<file path="src/hw/rtl/dcl2_pkg.sv">
`timescale 1ns / 1ps
package dcl2_pkg;

  typedef struct packed {
    logic signed [23:0] head_in1;
    logic signed [23:0] head_in0;
    logic signed [23:0] cond_sample;
    logic signed [23:0] in_ch1;
    logic signed [23:0] in_ch0;
  } dcl2_in_t;

  typedef struct packed {
    logic signed [23:0] head_out1;
    logic signed [23:0] head_out0;
    logic signed [23:0] out_ch1;
    logic signed [23:0] out_ch0;
  } dcl2_out_t;

  localparam logic [2:0] RegTap0 = 3'd0;
  localparam logic [2:0] RegTap1 = 3'd1;
  localparam logic [2:0] RegTap2 = 3'd2;
  localparam logic [2:0] RegMix  = 3'd3;
  localparam logic [2:0] RegBias = 3'd4;
  localparam logic [2:0] RegObias = 3'd5;
  localparam logic [2:0] RegDil  = 3'd6;

  localparam logic signed [47:0] ClampQ28 = 48'sd805306368;
  localparam logic signed [23:0] Sat24Max = 24'sd8388607;
  localparam logic signed [23:0] Sat24Min = -24'sd8388608;
  localparam logic [23:0] TanhK27 = 24'd1769472;

  // Q.28 to Q8.16, round half up, saturated to 24 bits
  function automatic logic signed [23:0] rnd_sat(input logic signed [47:0] v);
    logic signed [47:0] r;
    begin
      r = (v + 48'sd2048) >>> 12;
      if (r > 48'sd8388607) rnd_sat = Sat24Max;
      else if (r < -48'sd8388608) rnd_sat = Sat24Min;
      else rnd_sat = r[23:0];
    end
  endfunction

  function automatic logic signed [23:0] sat25(input logic signed [24:0] v);
    begin
      if (v > 25'sd8388607) sat25 = Sat24Max;
      else if (v < -25'sd8388608) sat25 = Sat24Min;
      else sat25 = v[23:0];
    end
  endfunction

endpackage

</file>
<file path="src/hw/rtl/dcl2_merge.sv">
`timescale 1ns / 1ps
// Combine both activations: head sums and the 1x1 mix, one product a cycle.
module dcl2_merge (
  input  logic               clk_i,
  input  logic               rst_ni,
  input  logic               start_i,
  input  logic signed [23:0] act0_i,
  input  logic signed [23:0] act1_i,
  input  dcl2_pkg::dcl2_in_t req_i,
  input  logic [63:0]        mix_i,
  input  logic [31:0]        obias_i,
  output logic               done_o,
  output dcl2_pkg::dcl2_out_t res_o
);
  import dcl2_pkg::*;

  logic [2:0] ph_q;
  logic busy_q;
  logic signed [47:0] v_q [2];
  logic signed [23:0] am;
  logic signed [15:0] wm;
  logic o_sel;
  logic signed [47:0] p;

  // phases 0..3: products [i][o] with i = ph[1], o = ph[0]
  assign o_sel = ph_q[0];
  assign am = ph_q[1] ? act1_i : act0_i;
  assign wm = 16'(mix_i >> (16 * ph_q[1:0]));
  assign p = 48'(am * wm);

  always_ff @(posedge clk_i or negedge rst_ni) begin
    if (!rst_ni) begin
      busy_q <= 1'b0; ph_q <= '0; done_o <= 1'b0;
    end else begin
      done_o <= 1'b0;
      if (start_i) begin
        busy_q <= 1'b1; ph_q <= '0;
      end else if (busy_q) begin
        ph_q <= ph_q + 3'd1;
        if (ph_q == 3'd3) begin
          busy_q <= 1'b0; done_o <= 1'b1;
        end
      end
    end
  end

  always_ff @(posedge clk_i) begin
    if (start_i) begin
      v_q[0] <= (48'(req_i.in_ch0) <<< 12) + (48'($signed(obias_i[15:0])) <<< 16);
      v_q[1] <= (48'(req_i.in_ch1) <<< 12) + (48'($signed(obias_i[31:16])) <<< 16);
      res_o.head_out0 <= sat25(25'(req_i.head_in0) + 25'(act0_i));
      res_o.head_out1 <= sat25(25'(req_i.head_in1) + 25'(act1_i));
    end else if (busy_q) begin
      v_q[o_sel] <= v_q[o_sel] + p;
    end
    if (busy_q && ph_q == 3'd3) begin
      res_o.out_ch0 <= rnd_sat(v_q[0]);
      res_o.out_ch1 <= rnd_sat(v_q[1] + p);
    end
  end
endmodule

</file>
<file path="config.mk">
export PLATFORM = sky130hd
export DESIGN_NAME = dcl2_merge
export DESIGN_NICKNAME = d
export VERILOG_FILES = /design/src/hw/rtl/dcl2_pkg.sv /design/src/hw/rtl/dcl2_merge.sv
export SDC_FILE = /design/constraint.sdc
export NUM_CORES = 2
export LEC_CHECK = 0
export ABC_AREA = 1
export BUFFER_PORTS_ARGS = -buffer_cell sky130_fd_sc_hd__buf_2
export CAP_MARGIN = 20
export CORE_ASPECT_RATIO = 1.75
export CORE_MARGIN = 1
export CORE_UTILIZATION = 30
export CTS_BUF_LIST = sky130_fd_sc_hd__clkbuf_4 sky130_fd_sc_hd__clkbuf_8
export CTS_CLUSTER_DIAMETER = 100
export CTS_CLUSTER_SIZE = 30
export DETAILED_ROUTE_END_ITERATION = 16
export GPL_TIMING_DRIVEN = 0
export PLACE_DENSITY = 0.48
export SYNTH_ARGS = -nofsm -noshare
export SYNTH_HDL_FRONTEND = slang
export SYNTH_SLANG_ARGS = --single-unit
</file>
<file path="constraint.sdc">
create_clock -name clk_i -period 23.2 [get_ports clk_i]
set_input_delay 0 -clock clk_i [delete_from_list [all_inputs] [get_ports clk_i]]
set_output_delay 0 -clock clk_i [all_outputs]
set_load 0.01 [all_outputs]
</file>
# Word level (Yosys, flattened, before mapping)
# Memory sizes are Yosys's and may differ from the RTL's.
# Cells that the tools add are included.
# Widths: inputs -> output; s select.
# op_classes
n_addsub	9
multipliers	1
magnitude_cmp	8
n_eq_ne	1
shifts	1
muxes	21
n_reduce_logical	3
# op_table
cell	n
$mux 24	5
$add 48x13->48 const B	2
$add 48x40->48	2
$add 36x32->37	2
$gt 36x24->1 const B	2
$lt 36x24->1 const B	2
$shr 64x6->16	1
$add 24x24->25	2
$gt 25x24->1 const B	2
$lt 25x24->1 const B	2
$mux 48	1
$reduce_or 48->1	1
$mul 24x16->40	1
$mux 1	13
$mux 3	2
$add 3x1->3 const B	1
$eq 3x2->1 const B	1
$reduce_bool 2->1	1
$logic_and 1x1->1	1
# word_totals
ff_bits	101
mem_bits_rw	96
out_inout_bits	97
wordCells	52
n_memories	1
# memory_table
name	depth	word_bits	rd	rd_clocked_by_memory_dff	write_ports	line_no	source
v_q	2	48	3	0	2	dcl2_merge.sv:19	logic signed [47:0] v_q [2];

# Logic depth before layout (Yosys ltp)
# depth
ltp_word	6
depth_mapped	55

# Worst setup path before layout
# OpenSTA, ideal clock, no wires.
# synth_timing
path_type	flip-flop to flip-flop
from	register ph_q[0]
to	register res_o[27] (netlist name), data pin
setup_time_ns	0.253
t_arrival_ns	9.057
required_ns	22.947
setup_slack_ns	13.890
path_stages_with_launch	46
path_buffers	4
period_less_slack_ns	9.310
path_cell_list	dfrtp_1 -> clkbuf_1 -> buf_1 -> nand2_1 -> nand3_1 -> nand2_1 -> inv_1 -> clkbuf_1 -> nand2_1 -> fa_1 -> inv_1 -> fa_1 -> inv_1 -> fa_1 -> inv_1 -> fa_1 -> fa_1 -> inv_1 -> (+10 left out) -> nand2_1 -> ha_1 -> ha_1 -> a21oi_1 -> o21ai_0 -> a21oi_1 -> nand2_1 -> a21oi_1 -> nand2_1 -> nand2_1 -> nand2_1 -> nor2_1 -> nand3_1 -> nor2_1 -> nand4_1 -> nand2_1 -> buf_4 -> nand2_1
# synth_between
elab_chain_len	6
# synth_rtl
item	line_no	source
start: declaration	dcl2_merge.sv:17	logic [2:0] ph_q;
start signal: assignment	dcl2_merge.sv:39	ph_q <= ph_q + 3'd1;
$shr 64x6->16 *	dcl2_merge.sv:28	assign wm = 16'(mix_i >> (16 * ph_q[1:0]));
$mul 24x16->40 *	dcl2_merge.sv:29	assign p = 48'(am * wm);
$add 48x40->48 *	dcl2_merge.sv:58	res_o.out_ch1 <= rnd_sat(v_q[1] + p);
$add 48x13->48 *	dcl2_pkg.sv:36	r = (v + 48'sd2048) >>> 12;
$lt 36x24->1	dcl2_pkg.sv:38	else if (r < -48'sd8388608) rnd_sat = Sat24Min;
$mux 24	dcl2_pkg.sv:38	
end: declaration	dcl2_merge.sv:13	output dcl2_pkg::dcl2_out_t res_o
# Every way passes the cells marked *; elsewhere a longest branch is shown, timed or not.
# A chain may end at the register's enable or synchronous reset.

==> out/metrics.yaml <==
outcome: "completed"
hp-class: "input pin to flip-flop"
dp_slack_ns: 10.31
io_pins: 364
nNetsFinal: 6180
syn_area_per_cell_sq_um: 7.37
clk_pin_slew_ns: 0.13
grt_pass1_wl_um: 224000
yosys_warnings: 0
grt_antenna_before_repair: 2
critPathCaptureType: "flip-flop"
yosysSeqAreaShare: 0.170
synth_top_area_frac: 0.219
track_usage: 0.266
critPathBufInv: 8
cpPeakStageDelay_ns: 0.90
reg2reg_depth: 39
cp.arrival_ns: 13.49
fin_area_sq_um: 40200
first_iter_violations: 1722
critPathKind: "flip-flop to flip-flop"
setup-tns-final_ns: 0
cp_max_fo: 10
cts_setup_buffers: 0
period_share: 0.564
cp_slowest_cell: "a211oi_1"
critPathLaunchType: "flip-flop"
cts_tree: "built"
place_area_sq_um: 38400
grt_max_degree: 52
die_w_um: 259
synth_largest_area_cell: "fa_1"
skew_ns: 0.0339
synth.area.top_cells: "fa_1 (22%), edfxtp_1 (17%), nand2_1 (13%)"
setup_violations: 0
io_buffers: 339
drc: 0
tightest_slew_ns: 1.15
crit_top_cell: "nand2_1"
cp_num_cells: 39
dieArea_sq_um: 117000
ctsResizeCount: 0
syn-num-nets: 5672
cts.path.max_buffers: 2
max_freq_mhz: 76.4
cap_violations: 0
final_util: 0.351
path_delay_family: "adder cells"
synthesis.area_sq_um: 34600
hold_violations: 0
place_hpwl_um: 133000
fillers: 12479
htree_levels: 4
whs_path_depth: 4
synthFlopType: "edfxtp_1"
grt_setup_unrepaired: "no"
layout-drive-gt1-share: 0.0912
cts_buffers: 17
grt-ovfl-total: 0
grt_pass1_vias: 35946
clock-sinks: 197
rows: 164
async_reset_ff_frac: 0.0254
synth_edf_count: 192
synth_cell_type_count: 56
drv_slew: 0
ant_nets: 0
postRouteWirelength_um: 154000
syn_inst: 4699
syn2layout_area_growth_pct: 16.0
vias: 33338
place_congestion: 1.03
initial_core_util: 0.303
layout_setup_ws_ns: 10.11
vias_per_cell: 4.96
first_pass_iters: 5
slew_headroom: 0.224
synth-seq-cells: 197
clkLatencyLatePin_ns: 0.68
die_h_um: 452
cts-root-buf: "clkbuf_8"
required_ns: 23.60
wire_per_inst_um: 23.0
period_needed_ns: 13.09
core_sq_um: 114000
## what timing repair did
action | in CTS | in global routing
hold buffers | 132 | 1
endpoints found under the hold margin | 75 | 38
setup endpoints to repair | 0 | 0
## cell families after synthesis
| logic type | synth area share |
|---|---|
| compound gates | 0.0962 |
| xor+xnor | 0.0480 |
| fa+ha+maj | 0.337 |
| buf+inv | 0.104 |
| flops | 0.170 |
| mux | 0.000578 |
| simple gates | 0.244 |
## synthesized netlist by cell type (all sizes together), types with 5 or more instances
cell    instances
edfxtp        192
xnor2          65
a31oi          33
a21o           18
dfrtp           5
clkinv         10
nor4           23
nor2          475
nand2        1214
nand3b         15
fa            379
nand3         197
xor2          125
nor3           44
nand4          33
o211ai         14
or2            43
o221ai          6
ha            327
inv           837
o21bai         22
and3            6
a21oi         256
o21ai         221
buf            22
clkbuf         73
a211oi          5
o21a           14
## metal layers
metal / up-vias / GRT usage / part of all wire
met1: 15907 / 0.236 / 0.32
met4: 0 / 0.251 / 0.11
met3: 446 / 0.0378 / 0.041
met2: 1117 / 0.507 / 0.53
li1: 15868 / - / -
met5: - / 0 / 0
## per-stage QoR
stage / cells / hold slack, ns
floorplan: 4699 / -0.296
global placement: 6532 / -0.140
detailed placement: 6546 / -0.140
CTS: 6710 / 0.00119
global route: 6715 / 0.0456
finish: 6715 / 0.0450
## final cells by class
type,instances,area (sq um),share of cell area
inverters,847,3180,0.0792
flip-flops and latches,197,5890,0.147
clock inverters,13,159,0.00396
plain buffers,95,432,0.0107
diodes,1,2.50,0.0000623
well taps,1494,1870,0.0465
repair buffers,489,3240,0.0806
multi-input cells,3560,25200,0.626
clock buffers,19,249,0.00620
## final timing paths
check | startpoint | slack, ns | end
worst min register to register | ph_q[2] | 0.56 | ph_q[2]
worst max-delay path | ph_q[0] | 10.11 | v_q[1][47]
worst max register to register | ph_q[0] | 10.11 | v_q[1][47]
min in group asynchronous | rst_ni | 0.36 | ph_q[1]
worst min-delay path | act0_i[1] | 0.04 | res_o[49]
max in group asynchronous | rst_ni | 22.54 | done_o
## flip-flops by register name, indices dropped and copies added, names as in the netlist
| name | flops |
|---|---|
| res_o | 96 |
| ph_q | 3 |
| v_q | 96 |
| busy_q | 1 |
| done_o | 1 |
## placed cells by master, fill, tap and decap left out, types with 8 or more instances in the layout
master and instances:
a21o_1 18, a21oi_1 256, a31oi_1 32, buf_1 9, buf_2 342, buf_4 9, buf_6 12, clkbuf_1 72
clkbuf_8 17, clkinv_1 10, dlygate4sd3_1 133, edfxtp_1 192, fa_1 379, ha_1 327, inv_1 832, nand2_1 1205
nand2_2 8, nand3_1 195, nand3b_1 15, nand4_1 33, nor2_1 468, nor3_1 41, nor4_1 21, o211ai_1 14
o21a_1 14, o21ai_0 200, o21ai_1 21, o21bai_1 22, or2_2 41, xnor2_1 65, xor2_1 125
## worst reg2reg max path, delay by kind of cell, from the launching register on
family	cells	cell delay [ns]
xor gates and xnor gates	2	0.72
DFF	1	0.46
AOI/OAI and AO/OA	5	2.83
and+or+nand+nor	16	2.59
adders and majority gates	8	3.96
buffers and inverters	8	2.27
Power is left out: the tool's default activity adds up to more than one toggle a clock period on the data nets, which glitch-free logic cannot reach.
