--- config.mk ---
export PLATFORM = sky130hd
export DESIGN_NAME = dcl2_lane
export DESIGN_NICKNAME = d
export VERILOG_FILES = /design/src/hw/rtl/dcl2_pkg.sv /design/src/hw/rtl/dcl2_lane.sv
export SDC_FILE = /design/constraint.sdc
export NUM_CORES = 2
export LEC_CHECK = 0
export ABC_AREA = 1
export ABC_CLOCK_PERIOD_IN_PS = 11700
export BUFFER_PORTS_ARGS = -buffer_cell sky130_fd_sc_hd__buf_2
export CAP_MARGIN = 0
export CORE_MARGIN = 2
export CORE_UTILIZATION = 30
export DETAILED_ROUTE_END_ITERATION = 10
export GPL_ROUTABILITY_DRIVEN = 0
export PLACE_DENSITY = 0.46
export SLEW_MARGIN = 20
export SYNTH_ARGS = -nofsm -noshare
export SYNTH_HDL_FRONTEND = slang
export SYNTH_SLANG_ARGS = --single-unit
--- constraint.sdc ---
create_clock -name clk_i -period 11.7 [get_ports clk_i]
set_input_delay 2.34 -clock clk_i [delete_from_list [all_inputs] [get_ports clk_i]]
set_output_delay 2.34 -clock clk_i [all_outputs]
set_load 0.1 [all_outputs]
--- src/hw/rtl/dcl2_pkg.sv ---
`timescale 1ns / 1ps
package dcl2_pkg;

  typedef struct packed {
    logic signed [23:0] head_in1;
    logic signed [23:0] head_in0;
    logic signed [23:0] cond_sample;
    logic signed [23:0] in_ch1;
    logic signed [23:0] in_ch0;
  } dcl2_in_t;

  typedef struct packed {
    logic signed [23:0] head_out1;
    logic signed [23:0] head_out0;
    logic signed [23:0] out_ch1;
    logic signed [23:0] out_ch0;
  } dcl2_out_t;

  localparam logic [2:0] RegTap0 = 3'd0;
  localparam logic [2:0] RegTap1 = 3'd1;
  localparam logic [2:0] RegTap2 = 3'd2;
  localparam logic [2:0] RegMix  = 3'd3;
  localparam logic [2:0] RegBias = 3'd4;
  localparam logic [2:0] RegObias = 3'd5;
  localparam logic [2:0] RegDil  = 3'd6;

  localparam logic signed [47:0] ClampQ28 = 48'sd805306368;
  localparam logic signed [23:0] Sat24Max = 24'sd8388607;
  localparam logic signed [23:0] Sat24Min = -24'sd8388608;
  localparam logic [23:0] TanhK27 = 24'd1769472;

  // Q.28 to Q8.16, round half up, saturated to 24 bits
  function automatic logic signed [23:0] rnd_sat(input logic signed [47:0] v);
    logic signed [47:0] r;
    begin
      r = (v + 48'sd2048) >>> 12;
      if (r > 48'sd8388607) rnd_sat = Sat24Max;
      else if (r < -48'sd8388608) rnd_sat = Sat24Min;
      else rnd_sat = r[23:0];
    end
  endfunction

  function automatic logic signed [23:0] sat25(input logic signed [24:0] v);
    begin
      if (v > 25'sd8388607) sat25 = Sat24Max;
      else if (v < -25'sd8388608) sat25 = Sat24Min;
      else sat25 = v[23:0];
    end
  endfunction

endpackage

--- src/hw/rtl/dcl2_lane.sv ---
`timescale 1ns / 1ps
// One output channel: accumulate six tap products, bias and cond product
// one multiply a cycle, then clamp and form the Pade numerator and denominator,
// then divide one quotient bit a cycle.
module dcl2_lane (
  input  logic               clk_i,
  input  logic               rst_ni,
  input  logic               start_i,
  input  logic               step_i,
  input  logic signed [23:0] a_i,
  input  logic signed [15:0] w_i,
  input  logic signed [15:0] bias_i,
  output logic               done_o,
  output logic signed [23:0] act_o
);
  import dcl2_pkg::*;

  localparam logic [2:0] StIdle = 3'd0;
  localparam logic [2:0] StAcc  = 3'd1;
  localparam logic [2:0] StSq   = 3'd2;
  localparam logic [2:0] StNum  = 3'd3;
  localparam logic [2:0] StDiv  = 3'd4;
  localparam logic [2:0] StDone = 3'd5;

  logic [2:0] st_q, st_d;
  logic signed [47:0] acc_q, acc_d;
  logic signed [23:0] x_q, x_d;
  logic [23:0] x2_q, x2_d;
  logic [47:0] mag_q, mag_d;
  logic [28:0] den_q, den_d;
  logic neg_q, neg_d;
  logic [5:0] cnt_q, cnt_d;
  logic [29:0] rem_q, rem_d;
  logic [47:0] quo_q, quo_d;
  logic signed [47:0] prod, t, xr, sq;
  logic [23:0] xa;
  logic [29:0] trial;
  logic [48:0] numer_r;

  assign prod = 48'(a_i * w_i);
  assign xa = x_q[23] ? 24'(-x_q) : x_q;

  always_comb begin
    st_d = st_q; acc_d = acc_q; x_d = x_q; x2_d = x2_q; mag_d = mag_q;
    den_d = den_q; neg_d = neg_q; cnt_d = cnt_q; rem_d = rem_q; quo_d = quo_q;
    t = acc_q;
    if (t > ClampQ28) t = ClampQ28;
    if (t < -ClampQ28) t = -ClampQ28;
    xr = (t + 48'sd2048) >>> 12;
    sq = 48'(x_q * x_q);
    numer_r = 49'(mag_q) + 49'(den_q >> 1);
    trial = {rem_q[28:0], numer_r[48 - cnt_q]};
    unique case (st_q)
      StIdle: if (start_i) begin
        st_d = StAcc; acc_d = 48'(bias_i) <<< 16;
      end
      StAcc: if (step_i) acc_d = acc_q + prod;
        else begin
          st_d = StSq; x_d = xr[23:0];
        end
      StSq: begin
        x2_d = 24'((sq + 48'sd32768) >>> 16);
        st_d = StNum;
      end
      StNum: begin
        mag_d = 48'(xa) * 48'(TanhK27 + x2_q);
        den_d = 29'(TanhK27) + 29'(x2_q) * 29'd9;
        neg_d = x_q[23];
        cnt_d = 6'd0; rem_d = '0; quo_d = '0;
        st_d = StDiv;
      end
      StDiv: begin
        if (trial >= 30'(den_q)) begin
          rem_d = trial - 30'(den_q); quo_d = {quo_q[46:0], 1'b1};
        end else begin
          rem_d = trial; quo_d = {quo_q[46:0], 1'b0};
        end
        cnt_d = cnt_q + 6'd1;
        if (cnt_q == 6'd48) st_d = StDone;
      end
      StDone: st_d = StIdle;
      default: st_d = StIdle;
    endcase
  end

  assign done_o = (st_q == StDone);
  assign act_o = neg_q ? -quo_q[23:0] : quo_q[23:0];

  always_ff @(posedge clk_i or negedge rst_ni) begin
    if (!rst_ni) st_q <= StIdle;
    else st_q <= st_d;
  end

  always_ff @(posedge clk_i) begin
    acc_q <= acc_d; x_q <= x_d; x2_q <= x2_d; mag_q <= mag_d; den_q <= den_d;
    neg_q <= neg_d; cnt_q <= cnt_d; rem_q <= rem_d; quo_q <= quo_d;
  end
endmodule

# Word level (Yosys, flattened, before mapping)
# Cells that the tools add are included.
# op_classes
add_sub_neg	11
mul	4
n_lt_le_gt_ge	4
n_eq_ne	10
reduce_logical	6
n_bitwise	1
muxes	18
# op_table
cell	count
two-way mux 48 bit	3
case mux 48 bit (2 select lines)	1
case mux 29 bit (2 select lines)	1
adder 48 x 28 -> 49 bit	1
adder 48 x 40 -> 48 bit	1
> comparator 48 x 31 -> 1 bit, second input constant	1
less-than comparator 48 x 31 -> 1 bit, second input constant	1
multiplier 24 x 25 -> 48 bit	1
two-way mux 24 bit	2
negation 24 bit	2
case mux 24 bit (2 select lines)	1
adder 40 x 17 -> 40 bit, second input constant	1
multiplier 24 x 16 -> 40 bit	1
multiplier 24 x 24 -> 40 bit	1
adder 36 x 13 -> 36 bit, second input constant	1
two-way mux 36 bit	1
less-than comparator 32 x 7 -> 1 bit, second input constant	1
>= comparator 30 x 29 -> 1 bit	1
adder 21 x 28 -> 29 bit, first input constant	1
two-way mux 29 bit	1
subtractor 29 bit	1
multiplier 24 x 4 -> 28 bit, second input constant	1
adder 21 x 24 -> 25 bit, first input constant	1
case mux 3 bit (5 select lines)	1
other kinds (16)	26
# word_totals
register_bits	236
wordCells	64
out_inout_bits	25
input_bits	60

# Logic depth before layout (Yosys ltp)
# depth
depth_word	6
depth_mapped	51
ltp_nobuf	49

# Worst setup path after synthesis
# Ideal clock, no wire load.
# synth_path
path_kind	reg-to-reg
startpoint	register x_q[0]
endpoint	register mag_q[45], data pin
arrival_ns	7.932
path_buffers	2
slack_ns	3.503
stages_incl_launch_ff	44
period_less_slack_ns	8.197
required_ns	11.435
cell_sequence	edfxtp_1 -> inv_1 -> clkbuf_1 -> ha_1 -> inv_1 -> nor2_2 -> nand2_2 -> nor3_4 -> nand2_1 -> nand2_1 -> inv_2 -> nor3_4 -> inv_2 -> nor3_2 -> nand2_1 -> o21ai_2 -> nand2_1 -> nand2_1 -> [... 8 more ...] -> fa_1 -> fa_1 -> inv_1 -> fa_1 -> inv_1 -> ha_1 -> nand2_1 -> nor2_1 -> inv_1 -> nor3_1 -> nand3_1 -> o21a_1 -> o21ai_0 -> nand3_1 -> o211ai_1 -> nand3_1 -> o211ai_1 -> xor2_1
# synth_via
elab_chain_len	3
# synth_rtl
item	line_no	text
from (decl)	dcl2_lane.sv:27	logic signed [23:0] x_q, x_d;
from (signal assigned)	dcl2_lane.sv:95	acc_q <= acc_d; x_q <= x_d; x2_q <= x2_d; mag_q <= mag_d; den_q <= den_d;
negation 24 bit	dcl2_lane.sv:41	assign xa = x_q[23] ? 24'(-x_q) : x_q;
two-way mux 24 bit (*)	dcl2_lane.sv:41	
multiplier 24 x 25 -> 48 bit (*)	dcl2_lane.sv:66	mag_d = 48'(xa) * 48'(TanhK27 + x2_q);
to (signal assigned)	dcl2_lane.sv:95	
to (decl)	dcl2_lane.sv:29	logic [47:0] mag_q, mag_d;
# Mark *: on every way between the ends. The rest lies on a longest branch, timed or not.
# A chain may end at the register's enable or synchronous reset.

# Worst setup path after layout
# Ends and elaborated chain as after synthesis.

==> impl_metrics.ini <==
[status]
outcome = completed

[clocking]
cts_resized = 0
clockRootBuffer = clkbuf_16
clkTransAtPathRegs_ns = 0.07
clockBufferDepth = 3
cts_tree = yes
htree_levels = 2
post_cts.repair.setup_buffers = 0
cts.hold.buffers_added = 0
worstSkewPairLatency_ns = 0.62
cts.sinks = 235
cts_buffers = 36

[global_routing]
antenna_found_initial = 4
grt_util_all_layers_pct = 18.1
global_route.usage.met1_pct = 24.1
grt_pass1_vias = 55397
grt_start_max_net_pins = 77
met3_usage_pct = 1.80
grt.busiest_layer = met2
use_met2_pct = 31.4
grt_pass1_wl_um = 323000
grt.overflow.total = 0

[detailed_routing]
via_per_inst = 4.66
antenna_left = 0
num_vias = 51295
drt_iter0_markers = 3212
drc_errors = 0
first_pass_iters = 9
wl_um = 204000
routedWlPerCell_um = 18.6

[timing]
fin_setup_tns_ns = 0
finClkSkew_ns = 0.0380
hold_viol = 0
setup_viol = 0
period_share_pct = 82.2
fin_crit_ns = 9.62
worst_slew_pin_slew_ns = 1.10
report.final.slew_viol_count = 0
slew_headroom_pct = 25.6
max_freq_ghz = 0.104
rsz0062_at_grt = false

[layout]
drive_gt1_share_pct = 3.75
area_growth_pct = 7.41
final_nets = 10039
fillers = 23769
final_cells = 11019

[logic_synthesis]
synth_cells = 8047
ys_seq_area_share_pct = 10.4
synthArstFlopShare_pct = 1.28
synth_ff_type = edfxtp_1
synth-warning-count = 0
synth-xor-area-share_pct = 2.96
avgSynthCellArea_um2 = 8.41
yosys.area_share.simple_pct = 15.2
synth_edf_count = 232
synthAdderAreaFrac_pct = 52.5
synth_compound_area_share_pct = 5.43
yosys.cell_types.count = 57
syn_area_mm2 = 0.0677
syn_nets = 10088
ys_ff_latch = 235
muxShareOfSynthArea_pct = 0
synth_top_family_by_area = adder cells

[floorplan]
start_util_pct = 30.1
dieHeight_um = 479
coreArea_mm2 = 0.224
dieArea_mm2 = 0.229
io_pins = 85
rows = 174
die_w_um = 479

[setup_path]
crit_arrival_ns = 9.98
crit_buf_inv = 9
critPathKind = reg2reg
cp_slowest_cell = fa_1
crit_start = x_q[0]
path_max_fanout = 16
crit_top_cell = fa_1
max_stage_delay_ns = 0.56
end_kind = register
r2r-start = x_q[0]
start_kind = register
crit_required_ns = 12.06
crit_family = adder cells

[worst_hold_path]
min_from = rem_q[2]
hold_path.class = reg2reg

[placement]
numPortBuffers = 84
place_inst = 10952
dp_hpwl_um = 170000

[job]
cap_violations = 0
cell type report:
class	instances	area (um^2)	area share (%)
diodes	1	2.50	0.00344
clock buffers	44	931	1.28
clock inverters	22	269	0.370
inverters	2179	8180	11.3
multi-input cells	5388	51500	70.9
flip-flops and latches	235	7040	9.69
well taps	2992	3740	5.15
repair buffers	158	976	1.34
metal layers:
layer,share of wire [%],routed length (um)
met2,49,99900
met1,44,89000
met4,3.0,6080
met5,0,0
met3,4.6,9360
worst paths after layout:
check	end	slack, ns	cells after the start
max in group asynchronous	st_q[1]	10.08	1
setup / recovery	mag_q[45]	2.08	41
min in group asynchronous	st_q[2]	1.52	1
hold reg to reg	rem_q[3]	0.55	1
setup reg to reg	mag_q[45]	2.08	41
hold / removal	rem_q[3]	0.55	1
cell usage in the layout, fill, tap and decap left out, drive strengths merged, types with 5 or more instances in the layout:
cell type  synthesis  routed
a41oi              6       6
nand3b            18      18
o31ai              8       8
inv             2171    2175
buf               42     158
edfxtp           232     232
clkinv             8      18
nand2           1647    1647
xor2             136     136
o211ai            13      13
or2               35      35
o21ai            218     218
fa              1431    1431
nor3              58      58
clkbuf           203      44
a21oi            304     304
o21bai            11      11
a21o               8       8
nand3            156     156
nand4             53      53
ha               550     550
o221ai             7       7
nor2             523     523
nor4              19      19
o21a              25      25
a31oi             34      34
a21boi             7       7
and3               5       5
xnor2             93      93
worst register-to-register path, delay by kind of cell (launching register included):
kind            cells  cell delay (ns)
compound gates      5             1.15
xor+xnor            1             0.09
fa+ha+maj           9             4.10
buf+inv             9             1.23
flops               1             0.39
simple gates       17             2.42
state kept, by name, summed over array words and instances, names as in the netlist:
name / cells
acc_q: 48
mag_q: 48
rem_q: 29
den_q: 28
quo_q: 24
x2_q: 24
x_q: 24
cnt_q: 6
st_q: 3
neg_q: 1
synth_stat cells (53+ instances only):
master / number / area (um^2)
xnor2_1: 93 / 815
nand3_1: 155 / 776
edfxtp_1: 232 / 6970
nor2_1: 507 / 1900
xor2_1: 136 / 1190
nand4_1: 53 / 332
a21oi_1: 304 / 1520
inv_1: 2162 / 8120
clkbuf_1: 203 / 762
ha_1: 550 / 6880
fa_1: 1431 / 28600
nand2_1: 1643 / 6170
o21ai_0: 200 / 1000
stage by stage:
| step | hold WS, ns | util (%) | setup WS [ns] | cell area (um^2) |
|---|---|---|---|---|
| 5_1_grt | 0.558 | 32.4 | 1.56 | 72700 |
| 3_5_place_dp | 0.559 | 31.8 | 2.17 | 71500 |
| 2_1_floorplan | 0.455 | - | 3.50 | 67700 |
| 3_3_place_gp | 0.551 | 31.8 | 2.24 | 71500 |
| 4_1_cts | 0.540 | 32.4 | 2.21 | 72700 |
| 6_report | 0.554 | 32.4 | 2.08 | 72700 |
cell families after synthesis:
kind of cell | after synthesis
AO/OA/AOI/OAI | 661
XOR/XNOR | 229
adder cells (fa/ha/maj) | 1981
buffers and inverters | 2424
flip-flops | 235
AND/OR/NAND/NOR | 2517
Power is left out: the tool's default activity adds up to more than one toggle a clock period on the data nets, which glitch-free logic cannot reach.
